===== config.mk =====
export PLATFORM = sky130hd
export DESIGN_NAME = i2c_write_read_transaction_sequencer_unit_flat
export DESIGN_NICKNAME = d
export VERILOG_FILES = /design/src/hw/rtl/i2cwr_pkg.sv /design/src/hw/rtl/i2cwr_if.sv /design/src/hw/rtl/i2cwr_ctrl.sv /design/src/hw/rtl/i2cwr_out_reg.sv /design/src/hw/rtl/i2c_write_read_transaction_sequencer_unit.sv /design/src/flat_wrapper.sv
export SDC_FILE = /design/constraint.sdc
export NUM_CORES = 1
export LEC_CHECK = 0
export BUFFER_PORTS_ARGS = -buffer_cell sky130_fd_sc_hd__buf_2
export CORE_UTILIZATION = 50
export CTS_CLUSTER_DIAMETER = 80
export CTS_CLUSTER_SIZE = 16
export DETAILED_ROUTE_END_ITERATION = 10
export HOLD_SLACK_MARGIN = 0.1
export PLACE_DENSITY_LB_ADDON = 0.2
export SLEW_MARGIN = 25
export SYNTH_ARGS = -nofsm -noshare
export SYNTH_HDL_FRONTEND = slang
export SYNTH_HIERARCHICAL = 1
export SYNTH_SLANG_ARGS = --single-unit

===== constraint.sdc =====
create_clock -name clk -period 4.8 [get_ports clk]
set_input_delay 0.72 -clock clk [delete_from_list [all_inputs] [get_ports clk]]
set_output_delay 0.72 -clock clk [all_outputs]
set_load 0.02 [all_outputs]

===== src/hw/rtl/i2cwr_pkg.sv =====
// ----------------------------------------------------------------------------
// i2cwr_pkg
// Shared types and codes for the I2C write/read transaction sequencer.
// ----------------------------------------------------------------------------
package i2cwr_pkg;

  localparam int unsigned AddrW = 7;
  localparam int unsigned LenW  = 16;

  typedef enum logic [2:0] {
    FN_START  = 3'd0,
    FN_CTRL   = 3'd1,
    FN_ERR    = 3'd2,
    FN_TX_DMA = 3'd3,
    FN_RX_DMA = 3'd4
  } func_t;

  typedef enum logic [1:0] {
    DMA_HALF = 2'd0,
    DMA_DONE = 2'd1,
    DMA_FAIL = 2'd2
  } dma_ev_t;

  typedef enum logic [1:0] {
    RC_OK      = 2'd0,
    RC_TX_FAIL = 2'd1,
    RC_RX_FAIL = 2'd2,
    RC_NO_ACK  = 2'd3
  } result_t;

  // one result transaction
  typedef struct packed {
    logic            issue_start;
    logic            issue_stop;
    logic            addr_byte_valid;
    logic [7:0]      addr_byte;
    logic            tx_dma_start;
    logic            rx_dma_start;
    logic [LenW-1:0] dma_len;
    logic            ack_enable;
    logic            dma_abort;
    logic            dr_read;
    logic            done_res;
    logic [1:0]      result_code;
  } res_t;

endpackage


===== src/hw/rtl/i2cwr_if.sv =====
// ----------------------------------------------------------------------------
// i2cwr_if
// Event and result channels (valid/ready) of the transaction sequencer.
// ----------------------------------------------------------------------------
interface i2cwr_evt_if;
  logic        valid;
  logic        ready;
  logic [2:0]  func;
  logic [6:0]  dev_addr;
  logic [15:0] tx_len;
  logic [15:0] rx_len;
  logic        flag_sb;
  logic        flag_addr;
  logic        flag_btf;
  logic        flag_af;
  logic        flag_ovr;
  logic        flag_arlo;
  logic        flag_berr;
  logic [1:0]  dma_event;

  modport source (
    output valid, func, dev_addr, tx_len, rx_len, flag_sb, flag_addr, flag_btf,
           flag_af, flag_ovr, flag_arlo, flag_berr, dma_event,
    input  ready
  );
  modport sink (
    input  valid, func, dev_addr, tx_len, rx_len, flag_sb, flag_addr, flag_btf,
           flag_af, flag_ovr, flag_arlo, flag_berr, dma_event,
    output ready
  );
endinterface

interface i2cwr_res_if;
  logic        valid;
  logic        ready;
  logic        issue_start;
  logic        issue_stop;
  logic        addr_byte_valid;
  logic [7:0]  addr_byte;
  logic        tx_dma_start;
  logic        rx_dma_start;
  logic [15:0] dma_len;
  logic        ack_enable;
  logic        dma_abort;
  logic        dr_read;
  logic        done_res;
  logic [1:0]  result_code;

  modport source (
    output valid, issue_start, issue_stop, addr_byte_valid, addr_byte,
           tx_dma_start, rx_dma_start, dma_len, ack_enable, dma_abort, dr_read,
           done_res, result_code,
    input  ready
  );
  modport sink (
    input  valid, issue_start, issue_stop, addr_byte_valid, addr_byte,
           tx_dma_start, rx_dma_start, dma_len, ack_enable, dma_abort, dr_read,
           done_res, result_code,
    output ready
  );
endinterface


===== src/hw/rtl/i2cwr_ctrl.sv =====
// ----------------------------------------------------------------------------
// i2cwr_ctrl
// Transaction state and per-event command decode.
// ----------------------------------------------------------------------------
module i2cwr_ctrl
  import i2cwr_pkg::*;
(
  input  logic          clk,
  input  logic          rst,
  i2cwr_evt_if.sink     evt,
  input  logic          load_ok,
  output logic          res_load,
  output res_t          res_data
);

  logic [AddrW-1:0] target_addr, target_addr_next;
  logic [LenW-1:0]  write_len, write_len_next;
  logic [LenW-1:0]  read_len, read_len_next;
  logic             write_pending, write_pending_next;
  logic             read_pending, read_pending_next;
  logic             busy, busy_next;
  logic             accept;

  assign evt.ready = load_ok;
  assign accept    = evt.valid && evt.ready;
  assign res_load  = accept;

  always_comb begin
    target_addr_next   = target_addr;
    write_len_next     = write_len;
    read_len_next      = read_len;
    write_pending_next = write_pending;
    read_pending_next  = read_pending;
    busy_next          = busy;
    res_data           = '0;

    if (func_t'(evt.func) == FN_START) begin
      if (!busy) begin
        target_addr_next   = evt.dev_addr;
        write_len_next     = evt.tx_len;
        read_len_next      = evt.rx_len;
        write_pending_next = (evt.tx_len != '0);
        read_pending_next  = (evt.rx_len != '0);
        if ((evt.tx_len != '0) || (evt.rx_len != '0)) begin
          busy_next            = 1'b1;
          res_data.issue_start = 1'b1;
        end else begin
          // empty request completes at once
          res_data.done_res    = 1'b1;
          res_data.result_code = RC_OK;
        end
      end
    end else if (busy) begin
      case (func_t'(evt.func))
        FN_CTRL: begin
          if (evt.flag_sb) begin
            res_data.addr_byte_valid = 1'b1;
            res_data.addr_byte       = {target_addr, ~write_pending};
          end else if (evt.flag_addr) begin
            if (write_pending) begin
              res_data.tx_dma_start = 1'b1;
              res_data.dma_len      = write_len;
            end else if (read_pending) begin
              res_data.rx_dma_start = 1'b1;
              res_data.dma_len      = read_len;
              res_data.ack_enable   = |read_len[LenW-1:1];
            end
          end else if (evt.flag_btf) begin
            res_data.dr_read = 1'b1;
          end
        end
        FN_ERR: begin
          if (evt.flag_af || evt.flag_ovr || evt.flag_arlo || evt.flag_berr) begin
            write_len_next       = '0;
            read_len_next        = '0;
            write_pending_next   = 1'b0;
            read_pending_next    = 1'b0;
            busy_next            = 1'b0;
            res_data.dma_abort   = 1'b1;
            res_data.issue_stop  = 1'b1;
            res_data.done_res    = 1'b1;
            if (evt.flag_af)       res_data.result_code = RC_NO_ACK;
            else if (evt.flag_ovr) res_data.result_code = RC_RX_FAIL;
            else                   res_data.result_code = RC_TX_FAIL;
          end
        end
        FN_TX_DMA, FN_RX_DMA: begin
          if (dma_ev_t'(evt.dma_event) == DMA_DONE) begin
            if (func_t'(evt.func) == FN_TX_DMA) begin
              write_pending_next = 1'b0;
              write_len_next     = '0;
            end else begin
              read_pending_next = 1'b0;
              read_len_next     = '0;
            end
            if ((func_t'(evt.func) == FN_TX_DMA) && read_pending) begin
              // repeated start into the read phase
              res_data.issue_start = 1'b1;
            end else begin
              busy_next            = 1'b0;
              res_data.issue_stop  = 1'b1;
              res_data.done_res    = 1'b1;
              res_data.result_code = RC_OK;
            end
          end else if (dma_ev_t'(evt.dma_event) == DMA_FAIL) begin
            write_len_next       = '0;
            read_len_next        = '0;
            write_pending_next   = 1'b0;
            read_pending_next    = 1'b0;
            busy_next            = 1'b0;
            res_data.dma_abort   = 1'b1;
            res_data.issue_stop  = 1'b1;
            res_data.done_res    = 1'b1;
            res_data.result_code = (func_t'(evt.func) == FN_TX_DMA) ?
                                   RC_TX_FAIL : RC_RX_FAIL;
          end
        end
        default: ;
      endcase
    end
  end

  always_ff @(posedge clk) begin
    if (rst) begin
      target_addr   <= '0;
      write_len     <= '0;
      read_len      <= '0;
      write_pending <= 1'b0;
      read_pending  <= 1'b0;
      busy          <= 1'b0;
    end else if (accept) begin
      target_addr   <= target_addr_next;
      write_len     <= write_len_next;
      read_len      <= read_len_next;
      write_pending <= write_pending_next;
      read_pending  <= read_pending_next;
      busy          <= busy_next;
    end
  end

  a_start_sets_busy: assert property (@(posedge clk) disable iff (rst)
    accept && !busy && res_data.issue_start |=> busy)
    else $error("start issued but sequencer not busy");

  a_idle_ignores: assert property (@(posedge clk) disable iff (rst)
    accept && !busy && (func_t'(evt.func) != FN_START) |-> res_data == '0)
    else $error("command produced while idle");

  a_done_clears_busy: assert property (@(posedge clk) disable iff (rst)
    accept && busy && res_data.done_res |=> !busy)
    else $error("busy held after completion");

  a_abort_completes: assert property (@(posedge clk) disable iff (rst)
    res_data.dma_abort |-> res_data.issue_stop && res_data.done_res)
    else $error("abort without stop and completion");

  a_ack_only_read: assert property (@(posedge clk) disable iff (rst)
    res_data.ack_enable |-> res_data.rx_dma_start && (res_data.dma_len > 16'd1))
    else $error("ack enable outside read DMA start");

endmodule


===== src/hw/rtl/i2cwr_out_reg.sv =====
// ----------------------------------------------------------------------------
// i2cwr_out_reg
// Result register that decouples the result channel from the event channel.
// ----------------------------------------------------------------------------
module i2cwr_out_reg
  import i2cwr_pkg::*;
(
  input  logic        clk,
  input  logic        rst,
  input  logic        load,
  input  res_t        load_data,
  output logic        load_ok,
  i2cwr_res_if.source res
);

  logic valid;
  res_t data;

  // a new result may land when the slot is empty or is emptied this cycle
  assign load_ok = !valid || res.ready;

  always_ff @(posedge clk) begin
    if (rst) begin
      valid <= 1'b0;
    end else if (load) begin
      valid <= 1'b1;
    end else if (res.ready) begin
      valid <= 1'b0;
    end
  end

  always_ff @(posedge clk) begin
    if (load) begin
      data <= load_data;
    end
  end

  assign res.valid           = valid;
  assign res.issue_start     = data.issue_start;
  assign res.issue_stop      = data.issue_stop;
  assign res.addr_byte_valid = data.addr_byte_valid;
  assign res.addr_byte       = data.addr_byte;
  assign res.tx_dma_start    = data.tx_dma_start;
  assign res.rx_dma_start    = data.rx_dma_start;
  assign res.dma_len         = data.dma_len;
  assign res.ack_enable      = data.ack_enable;
  assign res.dma_abort       = data.dma_abort;
  assign res.dr_read         = data.dr_read;
  assign res.done_res        = data.done_res;
  assign res.result_code     = data.result_code;

endmodule


===== src/hw/rtl/i2c_write_read_transaction_sequencer_unit.sv =====
// ----------------------------------------------------------------------------
// i2c_write_read_transaction_sequencer_unit
// Sequencer for an I2C master write, repeated start, read transaction.
// ----------------------------------------------------------------------------
// Usage:
//   evt carries one event per transaction: a start request (address and
//   lengths), a controller event, an error-flag event or a DMA event.
//   res carries exactly one result transaction per event: the commands for
//   the controller and the DMA channels, plus completion and result code.
//   The result is valid in the cycle after the event is accepted.
//   Throughput: one event per cycle unless res stalls; state is updated in the
//   same cycle the command is decoded, so back-to-back events see it.
//   A single result register sits on the output; evt.ready stays high while
//   that register is empty or being drained, so a stalled receiver holds
//   evt.ready low only while an unread result is waiting.
//   Reset (rst, synchronous): sequencer idle, address, lengths and pending
//   marks cleared, result register empty.
// ----------------------------------------------------------------------------
module i2c_write_read_transaction_sequencer_unit
  import i2cwr_pkg::*;
(
  input  logic        clk,
  input  logic        rst,
  i2cwr_evt_if.sink   evt,
  i2cwr_res_if.source res
);

  logic load_ok;
  logic res_load;
  res_t res_data;

  i2cwr_ctrl u_ctrl (
    .clk      (clk),
    .rst      (rst),
    .evt      (evt),
    .load_ok  (load_ok),
    .res_load (res_load),
    .res_data (res_data)
  );

  i2cwr_out_reg u_out_reg (
    .clk       (clk),
    .rst       (rst),
    .load      (res_load),
    .load_data (res_data),
    .load_ok   (load_ok),
    .res       (res)
  );

endmodule

===== src/flat_wrapper.sv =====
// flat-port wrapper written by rule: the top's interface ports become plain ports
module i2c_write_read_transaction_sequencer_unit_flat import i2cwr_pkg::*;
  (clk, rst, evt_valid, evt_func, evt_dev_addr, evt_tx_len, evt_rx_len, evt_flag_sb, evt_flag_addr, evt_flag_btf, evt_flag_af, evt_flag_ovr, evt_flag_arlo, evt_flag_berr, evt_dma_event, evt_ready, res_valid, res_issue_start, res_issue_stop, res_addr_byte_valid, res_addr_byte, res_tx_dma_start, res_rx_dma_start, res_dma_len, res_ack_enable, res_dma_abort, res_dr_read, res_done_res, res_result_code, res_ready);
  i2cwr_evt_if evt_i ();
  i2cwr_res_if res_i ();
  input  logic clk;
  input  logic rst;
  input wire logic [$bits(evt_i.valid)-1:0] evt_valid;
  input wire logic [$bits(evt_i.func)-1:0] evt_func;
  input wire logic [$bits(evt_i.dev_addr)-1:0] evt_dev_addr;
  input wire logic [$bits(evt_i.tx_len)-1:0] evt_tx_len;
  input wire logic [$bits(evt_i.rx_len)-1:0] evt_rx_len;
  input wire logic [$bits(evt_i.flag_sb)-1:0] evt_flag_sb;
  input wire logic [$bits(evt_i.flag_addr)-1:0] evt_flag_addr;
  input wire logic [$bits(evt_i.flag_btf)-1:0] evt_flag_btf;
  input wire logic [$bits(evt_i.flag_af)-1:0] evt_flag_af;
  input wire logic [$bits(evt_i.flag_ovr)-1:0] evt_flag_ovr;
  input wire logic [$bits(evt_i.flag_arlo)-1:0] evt_flag_arlo;
  input wire logic [$bits(evt_i.flag_berr)-1:0] evt_flag_berr;
  input wire logic [$bits(evt_i.dma_event)-1:0] evt_dma_event;
  output wire logic [$bits(evt_i.ready)-1:0] evt_ready;
  output wire logic [$bits(res_i.valid)-1:0] res_valid;
  output wire logic [$bits(res_i.issue_start)-1:0] res_issue_start;
  output wire logic [$bits(res_i.issue_stop)-1:0] res_issue_stop;
  output wire logic [$bits(res_i.addr_byte_valid)-1:0] res_addr_byte_valid;
  output wire logic [$bits(res_i.addr_byte)-1:0] res_addr_byte;
  output wire logic [$bits(res_i.tx_dma_start)-1:0] res_tx_dma_start;
  output wire logic [$bits(res_i.rx_dma_start)-1:0] res_rx_dma_start;
  output wire logic [$bits(res_i.dma_len)-1:0] res_dma_len;
  output wire logic [$bits(res_i.ack_enable)-1:0] res_ack_enable;
  output wire logic [$bits(res_i.dma_abort)-1:0] res_dma_abort;
  output wire logic [$bits(res_i.dr_read)-1:0] res_dr_read;
  output wire logic [$bits(res_i.done_res)-1:0] res_done_res;
  output wire logic [$bits(res_i.result_code)-1:0] res_result_code;
  input wire logic [$bits(res_i.ready)-1:0] res_ready;
  assign evt_i.valid = evt_valid;
  assign evt_i.func = evt_func;
  assign evt_i.dev_addr = evt_dev_addr;
  assign evt_i.tx_len = evt_tx_len;
  assign evt_i.rx_len = evt_rx_len;
  assign evt_i.flag_sb = evt_flag_sb;
  assign evt_i.flag_addr = evt_flag_addr;
  assign evt_i.flag_btf = evt_flag_btf;
  assign evt_i.flag_af = evt_flag_af;
  assign evt_i.flag_ovr = evt_flag_ovr;
  assign evt_i.flag_arlo = evt_flag_arlo;
  assign evt_i.flag_berr = evt_flag_berr;
  assign evt_i.dma_event = evt_dma_event;
  assign evt_ready = evt_i.ready;
  assign res_valid = res_i.valid;
  assign res_issue_start = res_i.issue_start;
  assign res_issue_stop = res_i.issue_stop;
  assign res_addr_byte_valid = res_i.addr_byte_valid;
  assign res_addr_byte = res_i.addr_byte;
  assign res_tx_dma_start = res_i.tx_dma_start;
  assign res_rx_dma_start = res_i.rx_dma_start;
  assign res_dma_len = res_i.dma_len;
  assign res_ack_enable = res_i.ack_enable;
  assign res_dma_abort = res_i.dma_abort;
  assign res_dr_read = res_i.dr_read;
  assign res_done_res = res_i.done_res;
  assign res_result_code = res_i.result_code;
  assign res_i.ready = res_ready;
  i2c_write_read_transaction_sequencer_unit u_core (.clk(clk), .rst(rst), .evt(evt_i), .res(res_i));
endmodule

==> impl_metrics.py, run 1 <==
metrics = {
    "outcome": {
        "run_status": "finished clean",
    },
    "placement": {
        "placedInstanceArea_sq_um": 4030,
        "gpl.final_weighted_congestion": 0.785,
        "placed_cells": 485,
        "dp_hpwl_mm": 5.16,
        "port_buffers": 91,
    },
    "min_path": {
        "hold_path_depth": 2,
        "endpoint_worst_hold": "u_core/u_ctrl/write_len[14]$_SDFFE_PP0P_",
        "min-delay-path-class": "reg2reg",
        "startpoint_of_the_tightest_hold_check_path": "u_core/u_ctrl/write_len[14]$_SDFFE_PP0P_",
    },
    "power_and_ir_drop": {
        "power_density_nw_per_um2": 315,
        "ir_drop_uv": 167,
        "leakage_nw": 1.62,
    },
    "timing": {
        "slew_headroom": 0.439,
        "worst_hold_slack_ps": 476,
        "timing.fmax_ghz": 0.410,
        "slew_violations": 0,
        "setup-violations-final": 0,
        "hold_viol": 0,
        "setup-tns-final_ps": 0,
        "timing_worst_slew_pin_value_ps": 841,
        "layout_min_cycle_time_ps": 2440,
        "clock_skew_ps": 9.47,
        "grt_setup_unrepaired": "false",
        "layout_worst_path_cycle_share": 0.508,
    },
    "routing": {
        "viasPerCell": 5.28,
        "drc_errors": 0,
        "drtAntennaViolNets": 0,
        "detailroute.via_count": 2645,
        "route.final.wire_length_mm": 7.48,
        "detailedRoute.firstIterationViolations": 128,
        "detail_route.wl_per_cell_um": 14.9,
        "drt_pass1_iterations": 4,
    },
    "critical_path": {
        "timing.critical_path.arrival_ps": 2710,
        "crit-reg2reg-capture": "u_core/u_ctrl/read_len[7]$_SDFFE_PP0P_",
        "nature_of_the_critical_path_startpoint": "input port",
        "regToRegStartpoint": "u_core/u_out_reg/res.valid$_SDFFE_PP0P_",
        "worstRegToRegCells": 7,
        "kind_of_end_point_of_the_critical_path": "register",
        "critPathMaxFanout": 40,
        "critPathRequiredTime_ps": 5070,
        "critPathKind": "in2reg",
        "reg_to_reg_setup_timing_slack_ps": 2510,
    },
    "logic_synthesis": {
        "syn_nets": 369,
        "synth_cell_types": 45,
        "syn-cell-area_sq_um": 3530,
        "seq_area_frac_synth": 0.541,
        "post_synth_and_or_nand_nor_area_fraction": 0.212,
        "yosys_warnings": 6,
        "post_synth_mux_area_share": 0.116,
        "synthAdderAreaFrac": 0,
        "synthXorXnorAreaFrac": 0.00461,
        "synth_top_family_by_area": "simple AND/OR/NAND/NOR gates",
        "synth.ff_latch_count": 78,
        "synth_area_per_cell_sq_um": 11.2,
        "synth_compound_area_frac": 0.0921,
        "postSynthCellCount": 314,
    },
    "global_route": {
        "first_global_vias": 2571,
        "grt_pass1_wl_mm": 11.9,
        "grt_remaining_overflow": 0,
        "grtUsageMet1": 0.258,
        "globalRouteMet2Util": 0.370,
        "grt_usage": 0.213,
        "grt_use_met3": 0.0472,
        "maximum_number_of_pins_on_one_net_before_global_route_repair": 45,
        "grt_busiest_layer": "met2",
        "antenna_found_initial": 0,
    },
    "layout": {
        "filler_cell_count": 595,
        "final_core_util": 0.624,
        "diodes": 0,
        "drive_above_1_share": 0.306,
        "multi_input_area_sq_um": 1510,
        "flow.area_growth_from_synthesis_pct": 20.0,
        "final_cell_count_no_fill": 501,
        "seqCellArea_sq_um": 1910,
        "final_net_count": 455,
        "final_area_sq_um": 4240,
    },
    "floorplanning": {
        "die_height_um": 86.0,
        "dieArea_sq_um": 7400,
        "core_region_area_sq_um": 6790,
        "placement_rows": 30,
        "num_io_pins": 92,
        "start_util": 0.520,
        "chipWidth_um": 86.0,
    },
    "cts": {
        "post-cts-setup-buffer-count": 0,
        "tritoncts_clock_tree": "built",
        "clock-sinks": 78,
        "htree_num_levels": 3,
        "cts.path.max_buffers": 2,
        "number_of_buffers_created_by_cts": 9,
        "post_cts_resized": 0,
        "hold_buffer_count_at_cts": 0,
        "worstSkewPairLatency_ps": 350,
        "clkSlewWorstSetupHoldPaths_ps": 80,
        "clock_tree.root_cell": "sky130_fd_sc_hd__clkbuf_8",
    },
    "run": {
        "drv_cap": 0,
    },
}
[per-stage QoR]
| stage | setup slack (ps) | power, mW |
|---|---|---|
| after detailed placement | 1970 | 0.851 |
| final | 2360 | 1.33 |
| after floorplan | 1080 | 0.800 |
| after global placement | 2100 | 0.850 |
| after CTS | 2350 | 1.35 |
| after global routing | 2210 | 1.39 |
[flip-flops by register name, indices dropped and copies added, names as in the netlist, 2 cells and up]
register	count
u_core/u_out_reg/res.dma_len	16
u_core/u_out_reg/res.result_code	2
u_core/u_out_reg/res.addr_byte	8
u_core/u_ctrl/write_len	16
u_core/u_ctrl/read_len	16
u_core/u_ctrl/target_addr	7
[area by class of cell]
cell class              count  area share
clock buffers               9      0.0292
clock inverters             7      0.0189
flip-flops and latches     78       0.451
repair buffers             95       0.115
inverters                   3     0.00266
multi-input cells         213       0.355
well taps                  96      0.0283
[Yosys cell counts (all sizes together)]
cell,number,area [sq um]
nand3,4,20.0
a31o,1,8.76
or3b,1,8.76
and2b,2,17.5
and3,1,6.26
xor2,1,16.3
nand4bb,1,11.3
o21ai,5,25.0
nor3b,2,15.0
nor2,11,41.3
nor4b,1,8.76
a2111oi,2,55.1
a311oi,1,8.76
o21bai,2,15.0
edfxtp,35,1050
mux2i,41,410
a21oi,3,18.8
nand4,4,25.0
buf,8,61.3
o2bb2ai,1,8.76
a22o,16,140
or3,1,6.26
or4,1,7.51
nand3b,2,15.0
a221oi,1,8.76
clkbuf,12,45.0
nor3,3,15.0
nand2,38,143
a22oi,1,7.51
or4b,1,10.0
o221ai,1,8.76
dfxtp,43,861
and2,10,62.6
inv,3,11.3
nor2b,3,18.8
and4b,1,10.0
nand2b,36,233
o211ai,2,20.0
nor4,12,75.1
[critical path, stage by stage]
cell and delay [ps]:
sky130_fd_sc_hd__buf_2 80, sky130_fd_sc_hd__nand2b_4 120, sky130_fd_sc_hd__and2_2 130, sky130_fd_sc_hd__buf_4 430
sky130_fd_sc_hd__o221ai_1 370, sky130_fd_sc_hd__a2111oi_4 270, sky130_fd_sc_hd__buf_4 340, sky130_fd_sc_hd__mux2i_1 230
[layer usage]
metal,routed length (um),part of all wire
met5,0,0
met2,3790,0.51
met3,335,0.045
met1,3240,0.43
met4,110,0.015
[cell usage in the layout (no fill, tap or decap), types with 10 or more instances in the layout]
master / netlist / final
sky130_fd_sc_hd__nand2b_1: 35 / 35
sky130_fd_sc_hd__buf_2: 4 / 91
sky130_fd_sc_hd__nand2_1: 38 / 38
sky130_fd_sc_hd__a22o_1: 16 / 16
sky130_fd_sc_hd__edfxtp_1: 35 / 35
sky130_fd_sc_hd__nor2_1: 11 / 10
sky130_fd_sc_hd__dfxtp_1: 43 / 43
sky130_fd_sc_hd__mux2i_1: 41 / 41
sky130_fd_sc_hd__nor4_1: 12 / 12
[worst max path at each step]
stage / from / cells after the start / slack, ps / endpoint
after floorplan: res_ready / 7 / 1080 / u_core/u_ctrl/read_len[10]$_SDFFE_PP0P_
after global placement: res_ready / 8 / 2100 / u_core/u_ctrl/read_len[12]$_SDFFE_PP0P_
after detailed placement: res_ready / 8 / 1970 / u_core/u_ctrl/read_len[7]$_SDFFE_PP0P_
after CTS: res_ready / 8 / 2350 / u_core/u_ctrl/read_len[7]$_SDFFE_PP0P_
after global routing: res_ready / 8 / 2210 / u_core/u_ctrl/write_len[8]$_SDFFE_PP0P_
final: res_ready / 8 / 2360 / u_core/u_ctrl/read_len[7]$_SDFFE_PP0P_
[logic make-up after synthesis]
| kind of cell | Yosys count |
|---|---|
| AOI/OAI and AO/OA | 36 |
| and+or+nand+nor | 135 |
| muxes | 41 |
| DFF | 78 |
| xor gates and xnor gates | 1 |
| buffers and inverters | 23 |
[report_power, final]
| group | total, mW | switching, mW | internal (mW) |
|---|---|---|---|
| sequential | 0.713 | 0.00482 | 0.709 |
| clock | 0.498 | 0.251 | 0.247 |
| combinational | 0.121 | 0.0746 | 0.0469 |
Power figures use the tool's default switching activity.
==> run 2: changes to the inputs <==
--- a/config.mk
+++ b/config.mk
@@ -5,6 +5,7 @@
 export SDC_FILE = /design/constraint.sdc
 export NUM_CORES = 1
 export LEC_CHECK = 0
+export ABC_AREA = 1
 export BUFFER_PORTS_ARGS = -buffer_cell sky130_fd_sc_hd__buf_2
 export CORE_UTILIZATION = 50
 export CTS_CLUSTER_DIAMETER = 80
==> constraint.sdc (replaced) <==
create_clock -name clk -period 2.4 [get_ports clk]
set_input_delay 0.36 -clock clk [delete_from_list [all_inputs] [get_ports clk]]
set_output_delay 0.36 -clock clk [all_outputs]
set_load 0.02 [all_outputs]
==> impl_metrics.py, run 2 <==
metrics = {
    "outcome": {
        "run_status": "finished clean",
    },
    "global_route": {
        "grt_pass1_wl_mm": 13.1,
        "grt_usage": 0.230,
        "first_global_vias": 2859,
        "maximum_number_of_pins_on_one_net_before_global_route_repair": 37,
        "antenna_found_initial": 0,
        "grt_remaining_overflow": 0,
    },
    "logic_synthesis": {
        "synth_enable_flop_cells": 35,
        "syn-cell-area_sq_um": 3550,
        "synth.top_cells.by_area": "sky130_fd_sc_hd__edfxtp_1, sky130_fd_sc_hd__dfxtp_1, sky130_fd_sc_hd__nor2_1, sky130_fd_sc_hd__nand2_1, sky130_fd_sc_hd__inv_1",
        "synth_top_area_share": 0.296,
        "synth.ff_latch_count": 78,
        "synth_common_cells": "sky130_fd_sc_hd__nor2_1, sky130_fd_sc_hd__nand2_1, sky130_fd_sc_hd__inv_1, sky130_fd_sc_hd__dfxtp_1, sky130_fd_sc_hd__edfxtp_1",
        "syn_nets": 512,
        "postSynthCellCount": 457,
        "synth_area_per_cell_sq_um": 7.76,
        "seq_area_frac_synth": 0.539,
        "synth_flop_cell": "sky130_fd_sc_hd__dfxtp_1",
        "async_reset_ff_frac": 0,
        "yosys_warnings": 6,
        "count_leader_synth": "sky130_fd_sc_hd__nor2_1",
        "synth_cell_types": 26,
        "synth.largest_area_cell": "sky130_fd_sc_hd__edfxtp_1",
    },
    "layout": {
        "layout_commonest_cell": "sky130_fd_sc_hd__nor2_1",
        "final_net_count": 603,
        "flow.area_growth_from_synthesis_pct": 18.9,
        "layout_common_cells": "sky130_fd_sc_hd__nor2_1, sky130_fd_sc_hd__buf_2, sky130_fd_sc_hd__nand2_1",
        "diodes": 0,
        "final_cell_count_no_fill": 649,
        "drive_above_1_share": 0.230,
        "final_core_util": 0.617,
    },
    "cts": {
        "post_cts_resized": 0,
        "number_of_buffers_created_by_cts": 9,
        "htree_num_levels": 3,
        "clkSlewWorstSetupHoldPaths_ps": 80,
        "cts.path.max_buffers": 2,
        "clock_tree.root_cell": "sky130_fd_sc_hd__clkbuf_8",
        "worstSkewPairLatency_ps": 340,
        "post-cts-setup-buffer-count": 0,
        "tritoncts_clock_tree": "built",
        "clock-sinks": 78,
        "hold_buffer_count_at_cts": 0,
    },
    "power_and_ir_drop": {
        "report.power.total_mw": 2.55,
        "seq_power_share": 0.567,
        "power_switching_mw": 0.643,
        "switching_share": 0.252,
        "power.internal_mw": 1.91,
        "power_density_nw_per_um2": 605,
        "combinationalPowerShare": 0.113,
        "ir_drop_uv": 278,
        "pwr-share-clk": 0.319,
        "leakage_nw": 2.01,
    },
    "critical_path": {
        "critPathKind": "reg2reg",
        "kind_of_end_point_of_the_critical_path": "register",
        "critical_path.n_buffers_inverters": 2,
        "critPathRequiredTime_ps": 2580,
        "depth_of_the_critical_timing_path_with_buffers_and_inverters_included": 6,
        "worstSetupStartpoint": "u_core/u_ctrl/busy$_SDFFE_PP0P_",
        "worstRegToRegCells": 6,
        "crit_chain": "inv_2, nor4_4, nand2_2, inv_2, nand2_1, o21ai_1",
        "critPathMaxFanout": 11,
        "crit-reg2reg-capture": "u_core/u_out_reg/res.dma_len[12]$_DFFE_PP_",
        "nature_of_the_critical_path_startpoint": "register",
        "worst_path_dominant_cell_family": "simple AND/OR/NAND/NOR gates",
        "regToRegStartpoint": "u_core/u_ctrl/busy$_SDFFE_PP0P_",
        "slowest_delay_ps": 400,
        "timing.critical_path.arrival_ps": 1920,
        "slowest_stage": "sky130_fd_sc_hd__dfxtp_1",
        "cp-endpoint": "u_core/u_out_reg/res.dma_len[12]$_DFFE_PP_",
        "critPathMostFrequentCell": "sky130_fd_sc_hd__inv_2",
        "reg_to_reg_setup_timing_slack_ps": 670,
    },
    "routing": {
        "drc_errors": 0,
        "detailedRoute.firstIterationViolations": 157,
        "viasPerCell": 4.86,
        "drtAntennaViolNets": 0,
        "detail_route.wl_per_cell_um": 12.5,
        "detailroute.via_count": 3156,
        "route.final.wire_length_mm": 8.10,
        "drt_pass1_iterations": 5,
    },
    "timing": {
        "hold_viol": 0,
        "grt_setup_unrepaired": "false",
        "clock_skew_ps": 8.80,
        "timing.fmax_ghz": 0.576,
        "timing_worst_slew_pin_value_ps": 477,
        "setup-violations-final": 0,
        "slew_headroom": 0.682,
        "setup-tns-final_ps": 0,
        "layout_min_cycle_time_ps": 1730,
        "slew_violations": 0,
        "layout_worst_path_cycle_share": 0.723,
    },
    "placement": {
        "port_buffers": 91,
        "gpl.final_weighted_congestion": 0.876,
        "placed_cells": 633,
        "dp_hpwl_mm": 5.75,
    },
    "run": {
        "drv_cap": 0,
    },
    "floorplanning": {
        "start_util": 0.519,
        "die_height_um": 86.2,
        "chipWidth_um": 86.2,
        "placement_rows": 30,
        "dieArea_sq_um": 7440,
        "num_io_pins": 92,
        "core_region_area_sq_um": 6830,
    },
    "min_path": {
        "min-delay-path-class": "in2reg",
    },
}
[run 2: cell types whose count changed in the layout (fill, tap and decap cells not counted), moves of 24 or more]
cell / before / now
sky130_fd_sc_hd__nand2b_1: 35 / 0
sky130_fd_sc_hd__o21ai_1: 0 / 27
sky130_fd_sc_hd__nand2_1: 38 / 85
sky130_fd_sc_hd__inv_1: 3 / 60
sky130_fd_sc_hd__mux2i_1: 41 / 0
sky130_fd_sc_hd__a21oi_1: 2 / 26
sky130_fd_sc_hd__nor2_1: 10 / 112
[run 2: layout make-up]
| cell class | instances | area (sq um) |
|---|---|---|
| Fill cell | 632 | 2610 |
| Sequential cell | 78 | 1910 |
| Multi-Input combinational cell | 293 | 1280 |
| Timing Repair Buffer | 95 | 485 |
| Inverter | 71 | 267 |
| Clock buffer | 14 | 143 |
| Tap cell | 96 | 120 |
| Clock inverter | 2 | 11.3 |
[run 2: power groups by stage]
| stage | Sequential (mW) | Combinational (mW) | Clock, mW |
|---|---|---|---|
| global route | 1.45 | 0.322 | 0.885 |
| CTS | 1.45 | 0.290 | 0.827 |
| finish | 1.45 | 0.289 | 0.815 |
| detailed placement | 1.48 | 0.289 | 0 |
| floorplan | 1.52 | 0.138 | 0 |
| global placement | 1.48 | 0.285 | 0 |
[run 2: worst min-delay path by stage]
stage / start / to / slack, ps / cells past startpoint
6_report: rst / u_core/u_out_reg/res.valid$_SDFFE_PP0P_ / 210 / 2
2_1_floorplan: rst / u_core/u_out_reg/res.valid$_SDFFE_PP0P_ / 420 / 1
4_1_cts: rst / u_core/u_out_reg/res.valid$_SDFFE_PP0P_ / 200 / 2
3_3_place_gp: u_core/u_ctrl/target_addr[6]$_SDFFE_PP0P_ / u_core/u_ctrl/target_addr[6]$_SDFFE_PP0P_ / 440 / 2
3_5_place_dp: u_core/u_ctrl/target_addr[2]$_SDFFE_PP0P_ / u_core/u_ctrl/target_addr[2]$_SDFFE_PP0P_ / 440 / 2
5_1_grt: rst / u_core/u_out_reg/res.valid$_SDFFE_PP0P_ / 200 / 2
[run 2: worst reg2reg max path: stages, from the launching register on]
cell and delay (ps):
sky130_fd_sc_hd__dfxtp_1 400, sky130_fd_sc_hd__inv_2 130, sky130_fd_sc_hd__nor4_4 370, sky130_fd_sc_hd__nand2_2 240, sky130_fd_sc_hd__inv_2 220, sky130_fd_sc_hd__nand2_1 110
sky130_fd_sc_hd__o21ai_1 110
[run 2: cell families (layout without fill, tap and decap cells)]
| family | count (synthesis) | count (layout) | synth area share |
|---|---|---|---|
| AOI/OAI and AO/OA | 69 | 69 | 0.101 |
| DFF | 78 | 78 | 0.539 |
| buffers and inverters | 86 | 182 | 0.100 |
| and+or+nand+nor | 224 | 224 | 0.260 |
[run 2: stage by stage]
stage               setup slack, ps  hold WS [ps]  cell area [sq um]
CTS                             701           201               4220
global placement                546           440               4060
floorplan                       128           422               3550
global route                    571           197               4220
finish                          665           213               4220
detailed placement              497           444               4060
[run 2: metal layers]
metal	routed length, um	part of all wire	global-route usage	vias up
met5	0	0	0	-
met4	153	0.019	0.0894	0
met3	502	0.062	0.0457	14
met2	3800	0.47	0.380	110
met1	3640	0.45	0.300	1416
li1	-	-	-	1616
